==> config.mk <==
export PLATFORM = sky130hd
export DESIGN_NAME = voice_activity_squelch_adjust_core
export DESIGN_NICKNAME = d
export VERILOG_FILES = /design/src/sv/vasa_pkg.sv /design/src/sv/voice_activity_squelch_adjust_core.sv /design/src/sv/vasa_smooth.sv /design/src/sv/vasa_score.sv
export SDC_FILE = /design/constraint.sdc
export NUM_CORES = 1
export LEC_CHECK = 0
export BUFFER_PORTS_ARGS = -buffer_cell sky130_fd_sc_hd__buf_2
export CAP_MARGIN = 20
export CORE_MARGIN = 2
export CORE_UTILIZATION = 47
export DETAILED_ROUTE_END_ITERATION = 16
export PLACE_DENSITY = 0.7
export SLEW_MARGIN = 10
export SYNTH_ARGS = -nofsm -noshare
export SYNTH_HDL_FRONTEND = slang
export SYNTH_SLANG_ARGS = --single-unit
==> constraint.sdc <==
create_clock -name clk -period 32.3 [get_ports clk]
set_input_delay 6.46 -clock clk [delete_from_list [all_inputs] [get_ports clk]]
set_output_delay 6.46 -clock clk [all_outputs]
set_load 0.005 [all_outputs]
==> src/sv/vasa_pkg.sv <==
// Shared types and constants for the voice activity squelch adjuster.
package vasa_pkg;

    localparam int RSSI_W   = 9;
    localparam int LEVEL_W  = 8;
    localparam int SCORE_W  = 7;
    localparam int ADJ_W    = 4;
    localparam int WORD_W   = 16;
    localparam int HOLD_W   = 5;

    localparam logic [LEVEL_W-1:0] OPEN_RESET   = 8'd110;
    localparam logic [LEVEL_W-1:0] CLOSE_RESET  = 8'd100;
    localparam logic [RSSI_W-1:0]  RSSI_RESET   = 9'd0;
    localparam logic [LEVEL_W-1:0] NOISE_RESET  = 8'd127;
    localparam logic [LEVEL_W-1:0] GLITCH_RESET = 8'd255;

    localparam logic [SCORE_W-1:0] SCORE_MAX  = 7'd100;
    localparam logic [SCORE_W-1:0] SCORE_HOLD = 7'd50;
    localparam logic [SCORE_W-1:0] SCORE_HIGH = 7'd70;
    localparam logic [SCORE_W-1:0] SCORE_MID  = 7'd30;
    localparam logic [SCORE_W-1:0] SCORE_LOW  = 7'd15;

    localparam logic signed [ADJ_W-1:0] ADJ_TIGHT_HI = -4'sd6;
    localparam logic signed [ADJ_W-1:0] ADJ_TIGHT_LO = -4'sd3;
    localparam logic signed [ADJ_W-1:0] ADJ_NONE     = 4'sd0;
    localparam logic signed [ADJ_W-1:0] ADJ_LOOSE_LO = 4'sd2;
    localparam logic signed [ADJ_W-1:0] ADJ_LOOSE_HI = 4'sd4;

    // Register indexes on the configuration channel.
    localparam logic CFG_OPEN  = 1'b0;
    localparam logic CFG_CLOSE = 1'b1;

    typedef struct packed {
        logic [SCORE_W-1:0]       voice_score;
        logic signed [ADJ_W-1:0]  step_adjust;
        logic                     write_strobe;
        logic [WORD_W-1:0]        threshold_word;
    } result_t;

endpackage

==> src/sv/voice_activity_squelch_adjust_core.sv <==
// Top level of the voice activity squelch adjuster with stream and config ports.
// Each accepted beat is held in the input register, and its result in the result register.
// Throughput: one input beat per cycle while the result side is not stalled; the
// smoothing, scoring and threshold pass lies between the input and result registers.
// Inactive ticks are consumed without a result beat. Reset (rst_n low) clears
// the averages to 0, 127 and 255, the hangover count, the previous adjustment,
// and loads the open and close thresholds with 110 and 100.
module voice_activity_squelch_adjust_core #(
    parameter int HOLD_TICKS = 20,
    parameter int AVG_SHIFT  = 3
) (
    input  logic        clk,
    input  logic        rst_n,
    input  logic        s_axis_tvalid,
    output logic        s_axis_tready,
    // [8:0] rssi_sample, [16:9] noise_sample, [24:17] glitch_sample, rest zero
    input  logic [31:0] s_axis_tdata,
    // [0] rx_active
    input  logic [0:0]  s_axis_tuser,
    output logic        m_axis_tvalid,
    input  logic        m_axis_tready,
    // [6:0] voice_score, [10:7] step_adjust, [26:11] threshold_word, rest zero
    output logic [31:0] m_axis_tdata,
    // [0] write_strobe
    output logic [0:0]  m_axis_tuser,
    input  logic        cfg_valid,
    output logic        cfg_ready,
    input  logic        cfg_index,
    input  logic [7:0]  cfg_data
);

    // Configuration registers. Writes are always taken.
    logic [vasa_pkg::LEVEL_W-1:0] open_reg;
    logic [vasa_pkg::LEVEL_W-1:0] close_reg;

    assign cfg_ready = 1'b1;

    always_ff @(posedge clk or negedge rst_n)
    begin
        if (!rst_n)
        begin
            open_reg  <= vasa_pkg::OPEN_RESET;
            close_reg <= vasa_pkg::CLOSE_RESET;
        end
        else if (cfg_valid && cfg_ready)
        begin
            unique case (cfg_index)
                vasa_pkg::CFG_OPEN:  open_reg  <= cfg_data;
                vasa_pkg::CFG_CLOSE: close_reg <= cfg_data;
                default:             open_reg  <= open_reg;
            endcase
        end
    end

    // Input register stage. A held beat leaves once its result can be taken;
    // an inactive beat leaves at once since it produces nothing.
    logic                         in_valid_reg;
    logic                         in_active_reg;
    logic [vasa_pkg::RSSI_W-1:0]  in_rssi_reg;
    logic [vasa_pkg::LEVEL_W-1:0] in_noise_reg;
    logic [vasa_pkg::LEVEL_W-1:0] in_glitch_reg;

    logic out_free;
    logic in_done;
    logic commit;

    logic                     out_valid_reg;
    vasa_pkg::result_t        out_reg;

    assign out_free      = !out_valid_reg || m_axis_tready;
    assign in_done       = in_valid_reg && (!in_active_reg || out_free);
    assign commit        = in_done && in_active_reg;
    assign s_axis_tready = !in_valid_reg || in_done;

    always_ff @(posedge clk or negedge rst_n)
    begin
        if (!rst_n)
            in_valid_reg <= 1'b0;
        else if (s_axis_tready)
            in_valid_reg <= s_axis_tvalid;
    end

    always_ff @(posedge clk)
    begin
        if (s_axis_tvalid && s_axis_tready)
        begin
            in_active_reg <= s_axis_tuser[0];
            in_rssi_reg   <= s_axis_tdata[8:0];
            in_noise_reg  <= s_axis_tdata[16:9];
            in_glitch_reg <= s_axis_tdata[24:17];
        end
    end

    // Running state, updated only when an active tick commits its result.
    logic [vasa_pkg::RSSI_W-1:0]        rssi_avg_reg;
    logic [vasa_pkg::LEVEL_W-1:0]       noise_avg_reg;
    logic [vasa_pkg::LEVEL_W-1:0]       glitch_avg_reg;
    logic [vasa_pkg::HOLD_W-1:0]        hold_reg;
    logic                               last_valid_reg;
    logic signed [vasa_pkg::ADJ_W-1:0]  last_adj_reg;

    logic [vasa_pkg::RSSI_W-1:0]        rssi_avg_next;
    logic [vasa_pkg::LEVEL_W-1:0]       noise_avg_next;
    logic [vasa_pkg::LEVEL_W-1:0]       glitch_avg_next;
    logic [vasa_pkg::HOLD_W-1:0]        hold_next;
    vasa_pkg::result_t                  result_next;

    vasa_smooth #(
        .WIDTH (vasa_pkg::RSSI_W),
        .SHIFT (AVG_SHIFT)
    ) u_rssi_avg (
        .old_avg (rssi_avg_reg),
        .sample  (in_rssi_reg),
        .new_avg (rssi_avg_next)
    );

    vasa_smooth #(
        .WIDTH (vasa_pkg::LEVEL_W),
        .SHIFT (AVG_SHIFT)
    ) u_noise_avg (
        .old_avg (noise_avg_reg),
        .sample  (in_noise_reg),
        .new_avg (noise_avg_next)
    );

    vasa_smooth #(
        .WIDTH (vasa_pkg::LEVEL_W),
        .SHIFT (AVG_SHIFT)
    ) u_glitch_avg (
        .old_avg (glitch_avg_reg),
        .sample  (in_glitch_reg),
        .new_avg (glitch_avg_next)
    );

    // The score is taken from the freshly smoothed values of this tick.
    vasa_score #(
        .HOLD_TICKS (HOLD_TICKS)
    ) u_score (
        .rssi_avg        (rssi_avg_next),
        .noise_avg       (noise_avg_next),
        .glitch_avg      (glitch_avg_next),
        .open_threshold  (open_reg),
        .close_threshold (close_reg),
        .hold_count      (hold_reg),
        .last_valid      (last_valid_reg),
        .last_adjust     (last_adj_reg),
        .hold_next       (hold_next),
        .result          (result_next)
    );

    always_ff @(posedge clk or negedge rst_n)
    begin
        if (!rst_n)
        begin
            rssi_avg_reg   <= vasa_pkg::RSSI_RESET;
            noise_avg_reg  <= vasa_pkg::NOISE_RESET;
            glitch_avg_reg <= vasa_pkg::GLITCH_RESET;
            hold_reg       <= '0;
            last_valid_reg <= 1'b0;
            last_adj_reg   <= vasa_pkg::ADJ_NONE;
        end
        else if (commit)
        begin
            rssi_avg_reg   <= rssi_avg_next;
            noise_avg_reg  <= noise_avg_next;
            glitch_avg_reg <= glitch_avg_next;
            hold_reg       <= hold_next;
            last_valid_reg <= 1'b1;
            last_adj_reg   <= result_next.step_adjust;
        end
    end

    // Result register. It holds a beat until the master side takes it.
    always_ff @(posedge clk or negedge rst_n)
    begin
        if (!rst_n)
            out_valid_reg <= 1'b0;
        else if (commit)
            out_valid_reg <= 1'b1;
        else if (m_axis_tready)
            out_valid_reg <= 1'b0;
    end

    always_ff @(posedge clk)
    begin
        if (commit)
            out_reg <= result_next;
    end

    assign m_axis_tvalid = out_valid_reg;
    assign m_axis_tdata  = {5'b0, out_reg.threshold_word, out_reg.step_adjust,
                            out_reg.voice_score};
    assign m_axis_tuser  = out_reg.write_strobe;

endmodule

==> src/sv/vasa_smooth.sv <==
// Exponential average update with an arithmetic shift of the signed difference.
module vasa_smooth #(
    parameter int WIDTH = 8,
    parameter int SHIFT = 3
) (
    input  logic [WIDTH-1:0] old_avg,
    input  logic [WIDTH-1:0] sample,
    output logic [WIDTH-1:0] new_avg
);

    logic signed [WIDTH:0] diff;
    logic signed [WIDTH:0] step;
    logic [WIDTH:0]        sum;

    // The shift floors toward minus infinity, as the average requires.
    assign diff    = $signed({1'b0, sample}) - $signed({1'b0, old_avg});
    assign step    = diff >>> SHIFT;
    assign sum     = {1'b0, old_avg} + $unsigned(step);
    assign new_avg = sum[WIDTH-1:0];

endmodule

==> src/sv/vasa_score.sv <==
// Voice score, hangover, step adjustment and threshold word for one tick.
module vasa_score #(
    parameter int HOLD_TICKS = 20
) (
    input  logic [vasa_pkg::RSSI_W-1:0]      rssi_avg,
    input  logic [vasa_pkg::LEVEL_W-1:0]     noise_avg,
    input  logic [vasa_pkg::LEVEL_W-1:0]     glitch_avg,
    input  logic [vasa_pkg::LEVEL_W-1:0]     open_threshold,
    input  logic [vasa_pkg::LEVEL_W-1:0]     close_threshold,
    input  logic [vasa_pkg::HOLD_W-1:0]      hold_count,
    input  logic                             last_valid,
    input  logic signed [vasa_pkg::ADJ_W-1:0] last_adjust,
    output logic [vasa_pkg::HOLD_W-1:0]      hold_next,
    output vasa_pkg::result_t                result
);

    localparam logic [vasa_pkg::HOLD_W-1:0] HOLD_LOAD = vasa_pkg::HOLD_W'(HOLD_TICKS);
    localparam logic [vasa_pkg::HOLD_W-1:0] HOLD_ONE  = vasa_pkg::HOLD_W'(1);

    logic signed [7:0]                 s;
    logic signed [9:0]                 snr;
    logic [vasa_pkg::SCORE_W-1:0]      raw_score;
    logic [vasa_pkg::SCORE_W-1:0]      score;
    logic signed [vasa_pkg::ADJ_W-1:0] adj;
    logic signed [vasa_pkg::ADJ_W-1:0] safe;
    logic signed [9:0]                 open_sum;
    logic signed [9:0]                 close_sum;
    logic [7:0]                        open_byte;
    logic [7:0]                        close_byte;
    logic                              strobe;

    always_comb
    begin
        s   = 8'sd0;
        snr = $signed({1'b0, rssi_avg}) - $signed({2'b00, close_threshold});

        if (noise_avg < 8'd30)
            s = s + 8'sd35;
        else if (noise_avg < 8'd60)
            s = s + 8'sd25;
        else if (noise_avg < 8'd100)
            s = s + 8'sd10;
        else if (noise_avg > 8'd200)
            s = s - 8'sd15;

        if (glitch_avg < 8'd15)
            s = s + 8'sd20;
        else if (glitch_avg < 8'd40)
            s = s + 8'sd10;
        else if (glitch_avg > 8'd150)
            s = s - 8'sd20;
        else if (glitch_avg > 8'd80)
            s = s - 8'sd5;

        if (snr > 10'sd25)
            s = s + 8'sd25;
        else if (snr > 10'sd15)
            s = s + 8'sd15;
        else if (snr > 10'sd8)
            s = s + 8'sd5;
        else
            s = s - 8'sd10;

        // Cross terms: clean channel with some activity, and a dirty channel.
        if (noise_avg < 8'd60 && glitch_avg < 8'd40 && glitch_avg > 8'd5)
            s = s + 8'sd10;
        if (noise_avg > 8'd150 && glitch_avg > 8'd100)
            s = s - 8'sd10;

        if (s < 8'sd0)
            raw_score = '0;
        else if (s > 8'sd100)
            raw_score = vasa_pkg::SCORE_MAX;
        else
            raw_score = s[vasa_pkg::SCORE_W-1:0];
    end

    always_comb
    begin
        score     = raw_score;
        hold_next = hold_count;
        if (raw_score >= vasa_pkg::SCORE_HOLD)
        begin
            hold_next = HOLD_LOAD;
        end
        else if (hold_count != '0)
        begin
            hold_next = hold_count - HOLD_ONE;
            score     = vasa_pkg::SCORE_HOLD;
        end
    end

    always_comb
    begin
        if (score >= vasa_pkg::SCORE_HIGH)
            adj = vasa_pkg::ADJ_TIGHT_HI;
        else if (score >= vasa_pkg::SCORE_HOLD)
            adj = vasa_pkg::ADJ_TIGHT_LO;
        else if (score >= vasa_pkg::SCORE_MID)
            adj = vasa_pkg::ADJ_NONE;
        else if (score >= vasa_pkg::SCORE_LOW)
            adj = vasa_pkg::ADJ_LOOSE_LO;
        else
            adj = vasa_pkg::ADJ_LOOSE_HI;
    end

    // Thresholds only ever move down; a positive step writes them unchanged.
    assign safe      = adj[vasa_pkg::ADJ_W-1] ? adj : vasa_pkg::ADJ_NONE;
    assign open_sum  = $signed({2'b00, open_threshold}) + 10'(safe);
    assign close_sum = $signed({2'b00, close_threshold}) + 10'(safe);
    assign open_byte  = open_sum[9] ? 8'd0 : open_sum[7:0];
    assign close_byte = close_sum[9] ? 8'd0 : close_sum[7:0];

    assign strobe = !last_valid || (adj != last_adjust);

    assign result.voice_score    = score;
    assign result.step_adjust    = adj;
    assign result.write_strobe   = strobe;
    assign result.threshold_word = strobe ? {open_byte, close_byte} : '0;

endmodule

==> results.json, run 1 <==
{
  "die_w_um": 145.8,
  "hpwl_um": 15090,
  "port_buffers": 69,
  "post-route-period-util_pct": 41.45,
  "syn2layout_area_growth_pct": 9.774,
  "gp_congestion": 0.9016,
  "grt_overflow": 0,
  "vias": 7649,
  "drive_gt1_share_pct": 17.28,
  "die_y_um": 145.8,
  "first_pass_iters": 5,
  "postSynthCellCount": 1017,
  "cts.path.max_buffers": 2,
  "fp-row-count": 51,
  "ctsResizeCount": 0,
  "drtAntennaViolNets": 0,
  "htreeDepth": 3,
  "status": "completed",
  "final_max_slew_viol_count": 0,
  "largest_register_ffs": 27,
  "drc": 0,
  "synth_edf_count": 54,
  "slew_headroom_pct": 35.73,
  "utilization_pct": 52.93,
  "worst_pin_slew_ns": 0.9613,
  "dieArea_um2": 21250,
  "worst-path-max-fanout": 3,
  "worstPathRequired_ns": 25.84,
  "crit_path_end_kind": "output port",
  "crit_arrival_ns": 6.93,
  "critPathSlowestCell": "buf_2",
  "cts_root_buf": "clkbuf_16",
  "ys_warn_count": 0,
  "grt_pass1_wl_um": 33900,
  "track_usage_pct": 18.83,
  "cts_tree": "done",
  "syn_area_um2": 9447,
  "synthArstFlopShare_pct": 49.53,
  "hp-class": "reg -> reg",
  "vias_per_cell": 5.653,
  "antenna_found_initial": 0,
  "slowest_delay_ns": 0.15,
  "grt_max_degree": 65,
  "clock_latency_ns": 0.37,
  "setup_viol": 0,
  "rsz0062_at_grt": "no",
  "drv_cap": 0,
  "cts_hold_buf": 0,
  "finalNetCount": 1224,
  "max_freq_mhz": 74.69,
  "yosys_register_bits": 107,
  "drt-total-wl_um": 19690,
  "num_antenna_cells": 0,
  "setup_tns_ns": 0,
  "io_pins": 83,
  "grt_pass1_vias": 7168,
  "period_needed_ns": 13.39,
  "finalHoldWorstSlack_ns": 0.4556,
  "initial_core_util_pct": 48.22,
  "synth_cell_type_count": 108,
  "postCtsSetupBuffers": 0,
  "final_cell_mix": "nand2_1, ha_1, o21ai_0",
  "core_um2": 19590,
  "cts_buffers": 9,
  "seq_area_frac_synth_pct": 31.51,
  "worst_path_most_repeated_cell": "buf_2",
  "drtIter0Drc": 358,
  "path_class": "in -> out",
  "final_common_cell": "nand2_1",
  "finClkSkew_ns": 0.01758,
  "finalHoldViolations": 0,
  "start_kind": "input pin",
  "avgSynthCellArea_um2": 9.289,
  "clock-sinks": 107,
  "synth_ff_type": "edfxtp_1",
  "clkTransAtPathRegs_ns": 0.09,
  "path_cells": "buf_2, nor2b_1, nand3_1, buf_2",
  "wire_per_inst_um": 14.55
}
critical path, delay by kind of cell:
family / cells / cell delay, ns
and+or+nand+nor: 2 / 0.22
buffers and inverters: 2 / 0.25
stage by stage:
step                cells  cell area [µm²]  setup slack (ns)
floorplan            1021             9462             19.18
global route         1353            10370             18.86
global placement     1336            10050             18.93
finish               1353            10370             18.91
detailed placement   1336            10050             18.92
CTS                  1352            10350             18.91
kinds of logic after synthesis:
family	synth area share, %
AOI/OAI and AO/OA	23.71
xor gates and xnor gates	5.987
adders and majority gates	12.93
buffers and inverters	4.397
DFF	31.51
muxes	3.046
other	0.07950
and+or+nand+nor	18.34
per-layer routing:
metal	GRT usage, %	part of all wire, %	wire (µm)
met5	0	0	0
met4	3.922	1.1	210
met3	3.166	3.7	735
met2	31.27	46	8976
met1	25.94	50	9767
cell usage after synthesis (all sizes together) (8+ instances only):
master / count / share of area, %
or3: 8 / 0.53
o21ai: 75 / 4.0
dfrtp: 30 / 7.9
a21oi: 69 / 4.1
clkbuf: 14 / 0.56
o21a: 14 / 1.1
nor3: 24 / 1.3
nor4: 20 / 1.7
and3: 8 / 0.53
xnor2: 41 / 4.4
and2: 8 / 0.54
a211oi: 16 / 1.4
edfxtp: 54 / 17
mux2: 19 / 2.3
or2: 9 / 0.60
nor2: 57 / 2.3
buf: 13 / 0.98
inv: 72 / 2.9
a2111oi: 8 / 1.2
dfstp: 23 / 6.4
ha: 88 / 12
nor2b: 26 / 1.7
a21o: 17 / 1.4
nand2: 90 / 3.6
o211ai: 9 / 0.77
xor2: 15 / 1.4
nand2b: 16 / 1.1
nand3: 21 / 1.1
or4: 9 / 0.75
area by class of cell:
cell class                      count  area, µm²
Fill cell                        1820       9220
Multi-Input combinational cell    815       6070
Sequential cell                   107       2977
Timing Repair Buffer               78      420.4
Tap cell                          265      331.6
Inverter                           72      270.3
Clock buffer                        9      225.2
Clock inverter                      7      76.32
path summary, 6_finish.rpt:
path | start | to | slack (ns) | cells after the start
hold / removal | last_valid_reg | last_valid_reg | 0.46 | 2
max in group asynchronous | rst_n | last_adj_reg[2] | 25.58 | 2
setup / recovery | m_axis_tready | s_axis_tready | 18.91 | 4
hold reg to reg | last_valid_reg | last_valid_reg | 0.46 | 2
setup reg to reg | noise_avg_reg[1] | m_axis_tdata[15] | 20.18 | 49
min in group asynchronous | rst_n | m_axis_tvalid | 6.24 | 2
Power of run 1 is left out: the tool's default activity adds up to more than one toggle a clock period on the data nets, which glitch-free logic cannot reach.
==> inputs of run 2 (changes only) <==
--- a/config.mk
+++ b/config.mk
@@ -5,6 +5,7 @@
 export SDC_FILE = /design/constraint.sdc
 export NUM_CORES = 1
 export LEC_CHECK = 0
+export ABC_AREA = 1
 export BUFFER_PORTS_ARGS = -buffer_cell sky130_fd_sc_hd__buf_2
 export CAP_MARGIN = 20
 export CORE_MARGIN = 2
==> constraint.sdc (replaced) <==
create_clock -name clk -period 12.46 [get_ports clk]
set_input_delay 2.492 -clock clk [delete_from_list [all_inputs] [get_ports clk]]
set_output_delay 2.492 -clock clk [all_outputs]
set_load 0.005 [all_outputs]
==> run 2 against run 1 <==
Clock skew is 0.0081 ns lower; setup slack lost 16 ns; final cell count up 14%; synthesized cell count increased by 18%; sequential share of layout area is 0.94 points higher; critical endpoint is now m_axis_tdata[13]; largest cell class unchanged; highest routed layer unchanged.
==> results.json, run 2 <==
{
  "fp-row-count": 50,
  "slew_headroom_pct": 51.59,
  "vias": 7487,
  "grt_overflow": 0,
  "io_pins": 83,
  "avgSynthCellArea_um2": 7.559,
  "synth_top_family_by_area": "simple AND/OR/NAND/NOR gates",
  "drtAntennaViolNets": 0,
  "num_antenna_cells": 0,
  "rsz0062_at_grt": "no",
  "final_common_cell": "nand2_1",
  "synth_cell_type_count": 50,
  "rrSetupSlack_ns": 2.59,
  "setup_tns_ns": 0,
  "pre_cts_ws_ns": 2.699,
  "worst_pin_slew_ns": 0.7262,
  "die_y_um": 143.0,
  "first_pass_iters": 5,
  "cts_hold_buf": 0,
  "clock_latency_ns": 0.36,
  "finalNetCount": 1417,
  "min_from": "last_valid_reg",
  "crit_path_end_kind": "register",
  "final_max_slew_viol_count": 0,
  "grt_pass1_vias": 7214,
  "drv_cap": 0,
  "finalWorstSetupSlack_ns": 2.594,
  "yosys_register_bits": 107,
  "synth.largest_area_cell": "edfxtp_1",
  "gp_congestion": 0.9145,
  "cts_buffers": 9,
  "antenna_found_initial": 0,
  "slowest_delay_ns": 0.37,
  "synth_top_area_share_pct": 17.85,
  "drtIter0Drc": 400,
  "r2r-start": "rssi_avg_reg[2]",
  "period_needed_ns": 9.866,
  "track_usage_pct": 18.92,
  "hp-class": "reg -> reg",
  "synth_ff_type": "edfxtp_1",
  "largest_register_ffs": 27,
  "worst_path_most_repeated_cell": "nand2_1",
  "min_path_cells": 2,
  "wire_per_inst_um": 11.85,
  "final_cell_mix": "nand2_1, inv_1, nand3_1",
  "core_um2": 18830,
  "hold_path_end": "last_valid_reg",
  "synth.most_common_cell": "nand2_1",
  "postSynthCellCount": 1202,
  "status": "completed",
  "crit_arrival_ns": 10.08,
  "critPathSlowestCell": "dfrtp_1",
  "synth_xor_area_share_pct": 4.641,
  "drive_gt1_share_pct": 18.50,
  "initial_core_util_pct": 48.25,
  "hpwl_um": 14360,
  "vias_per_cell": 4.859,
  "port_buffers": 69,
  "cts_root_buf": "clkbuf_16",
  "max_freq_mhz": 101.4,
  "die_w_um": 143.0,
  "synth_edf_count": 54,
  "worst-path-max-fanout": 19,
  "finClkSkew_ns": 0.009475,
  "grt_max_degree": 55,
  "drt-total-wl_um": 18260,
  "dieArea_um2": 20460,
  "cts_tree": "done",
  "drc": 0,
  "setup_viol": 0,
  "post-route-period-util_pct": 79.18,
  "start_kind": "register",
  "r2r_end": "m_axis_tdata[13]",
  "clock-sinks": 107,
  "synthTopCellsByCount": "nand2_1, inv_1, nand3_1",
  "synth_compound_area_share_pct": 8.703,
  "syn2layout_area_growth_pct": 10.51,
  "ys_warn_count": 0,
  "cts.path.max_buffers": 2,
  "yosys-top-cells-area": "edfxtp_1, nand2_1, ha_1",
  "postCtsSetupBuffers": 0,
  "path_class": "reg -> reg",
  "finalHoldViolations": 0,
  "grt_pass1_wl_um": 31680,
  "synthArstFlopShare_pct": 49.53,
  "syn_area_um2": 9086,
  "seq_area_frac_synth_pct": 32.76,
  "yosys.area_share.simple_pct": 30.31,
  "htreeDepth": 3,
  "worst_r2r_path_depth": 65,
  "synth_adder_area_share_pct": 13.44,
  "synthMuxAreaShare_pct": 0.1102,
  "clkTransAtPathRegs_ns": 0.08,
  "ctsResizeCount": 0,
  "worstPathRequired_ns": 12.68
}
run 2: how the worst max path moves through the flow:
stage,startpoint,end,slack [ns],cells after the start
after floorplan,in_rssi_reg[2],m_axis_tdata[11],4.05,63
after global placement,rssi_avg_reg[2],m_axis_tdata[13],2.77,65
after detailed placement,rssi_avg_reg[2],m_axis_tdata[13],2.70,65
after CTS,rssi_avg_reg[2],m_axis_tdata[13],2.63,65
after global routing,rssi_avg_reg[2],m_axis_tdata[13],1.50,66
final,rssi_avg_reg[2],m_axis_tdata[13],2.59,65
run 2: through the flow:
step / utilization, % / cell area (µm²) / hold slack (ns) / cells
after global placement: 51.67 / 9729 / 0.4387 / 1524
final: 53.32 / 10040 / 0.4579 / 1541
after global routing: 53.32 / 10040 / 0.5021 / 1541
after floorplan: - / 9101 / 0.4224 / 1206
after CTS: 53.24 / 10030 / 0.4603 / 1540
after detailed placement: 51.67 / 9729 / 0.4426 / 1524
run 2: critical path: cells and delay by family (launching register included):
kind | cells | cell delay [ns]
xor+xnor | 4 | 0.82
fa+ha+maj | 6 | 1.78
simple gates | 33 | 3.72
buf+inv | 8 | 0.77
flops | 1 | 0.37
compound gates | 14 | 2.26
run 2: cells by family after synthesis:
logic type                 count (synthesis)
xor gates and xnor gates                  46
AOI/OAI and AO/OA                        138
and+or+nand+nor                          579
DFF                                      107
adders and majority gates                 94
other                                      2
muxes                                      1
buffers and inverters                    235
run 2: layout make-up:
| cell class | count | area [µm²] |
|---|---|---|
| Multi-Input combinational cell | 864 | 5230 |
| Tap cell | 260 | 325.3 |
| Clock buffer | 9 | 225.2 |
| Timing Repair Buffer | 73 | 382.9 |
| Inverter | 221 | 829.5 |
| Fill cell | 1793 | 8790 |
| Clock inverter | 7 | 71.32 |
| Sequential cell | 107 | 2977 |
run 2: per-layer routing:
metal  part of all wire [%]  wire length, µm  track usage, %
met5                      0                0               0
met4                    1.2              228           5.055
met3                    2.1              376           2.616
met2                     49             8861           33.22
met1                     48             8796           24.44
Power of run 2 is left out for the same reason.
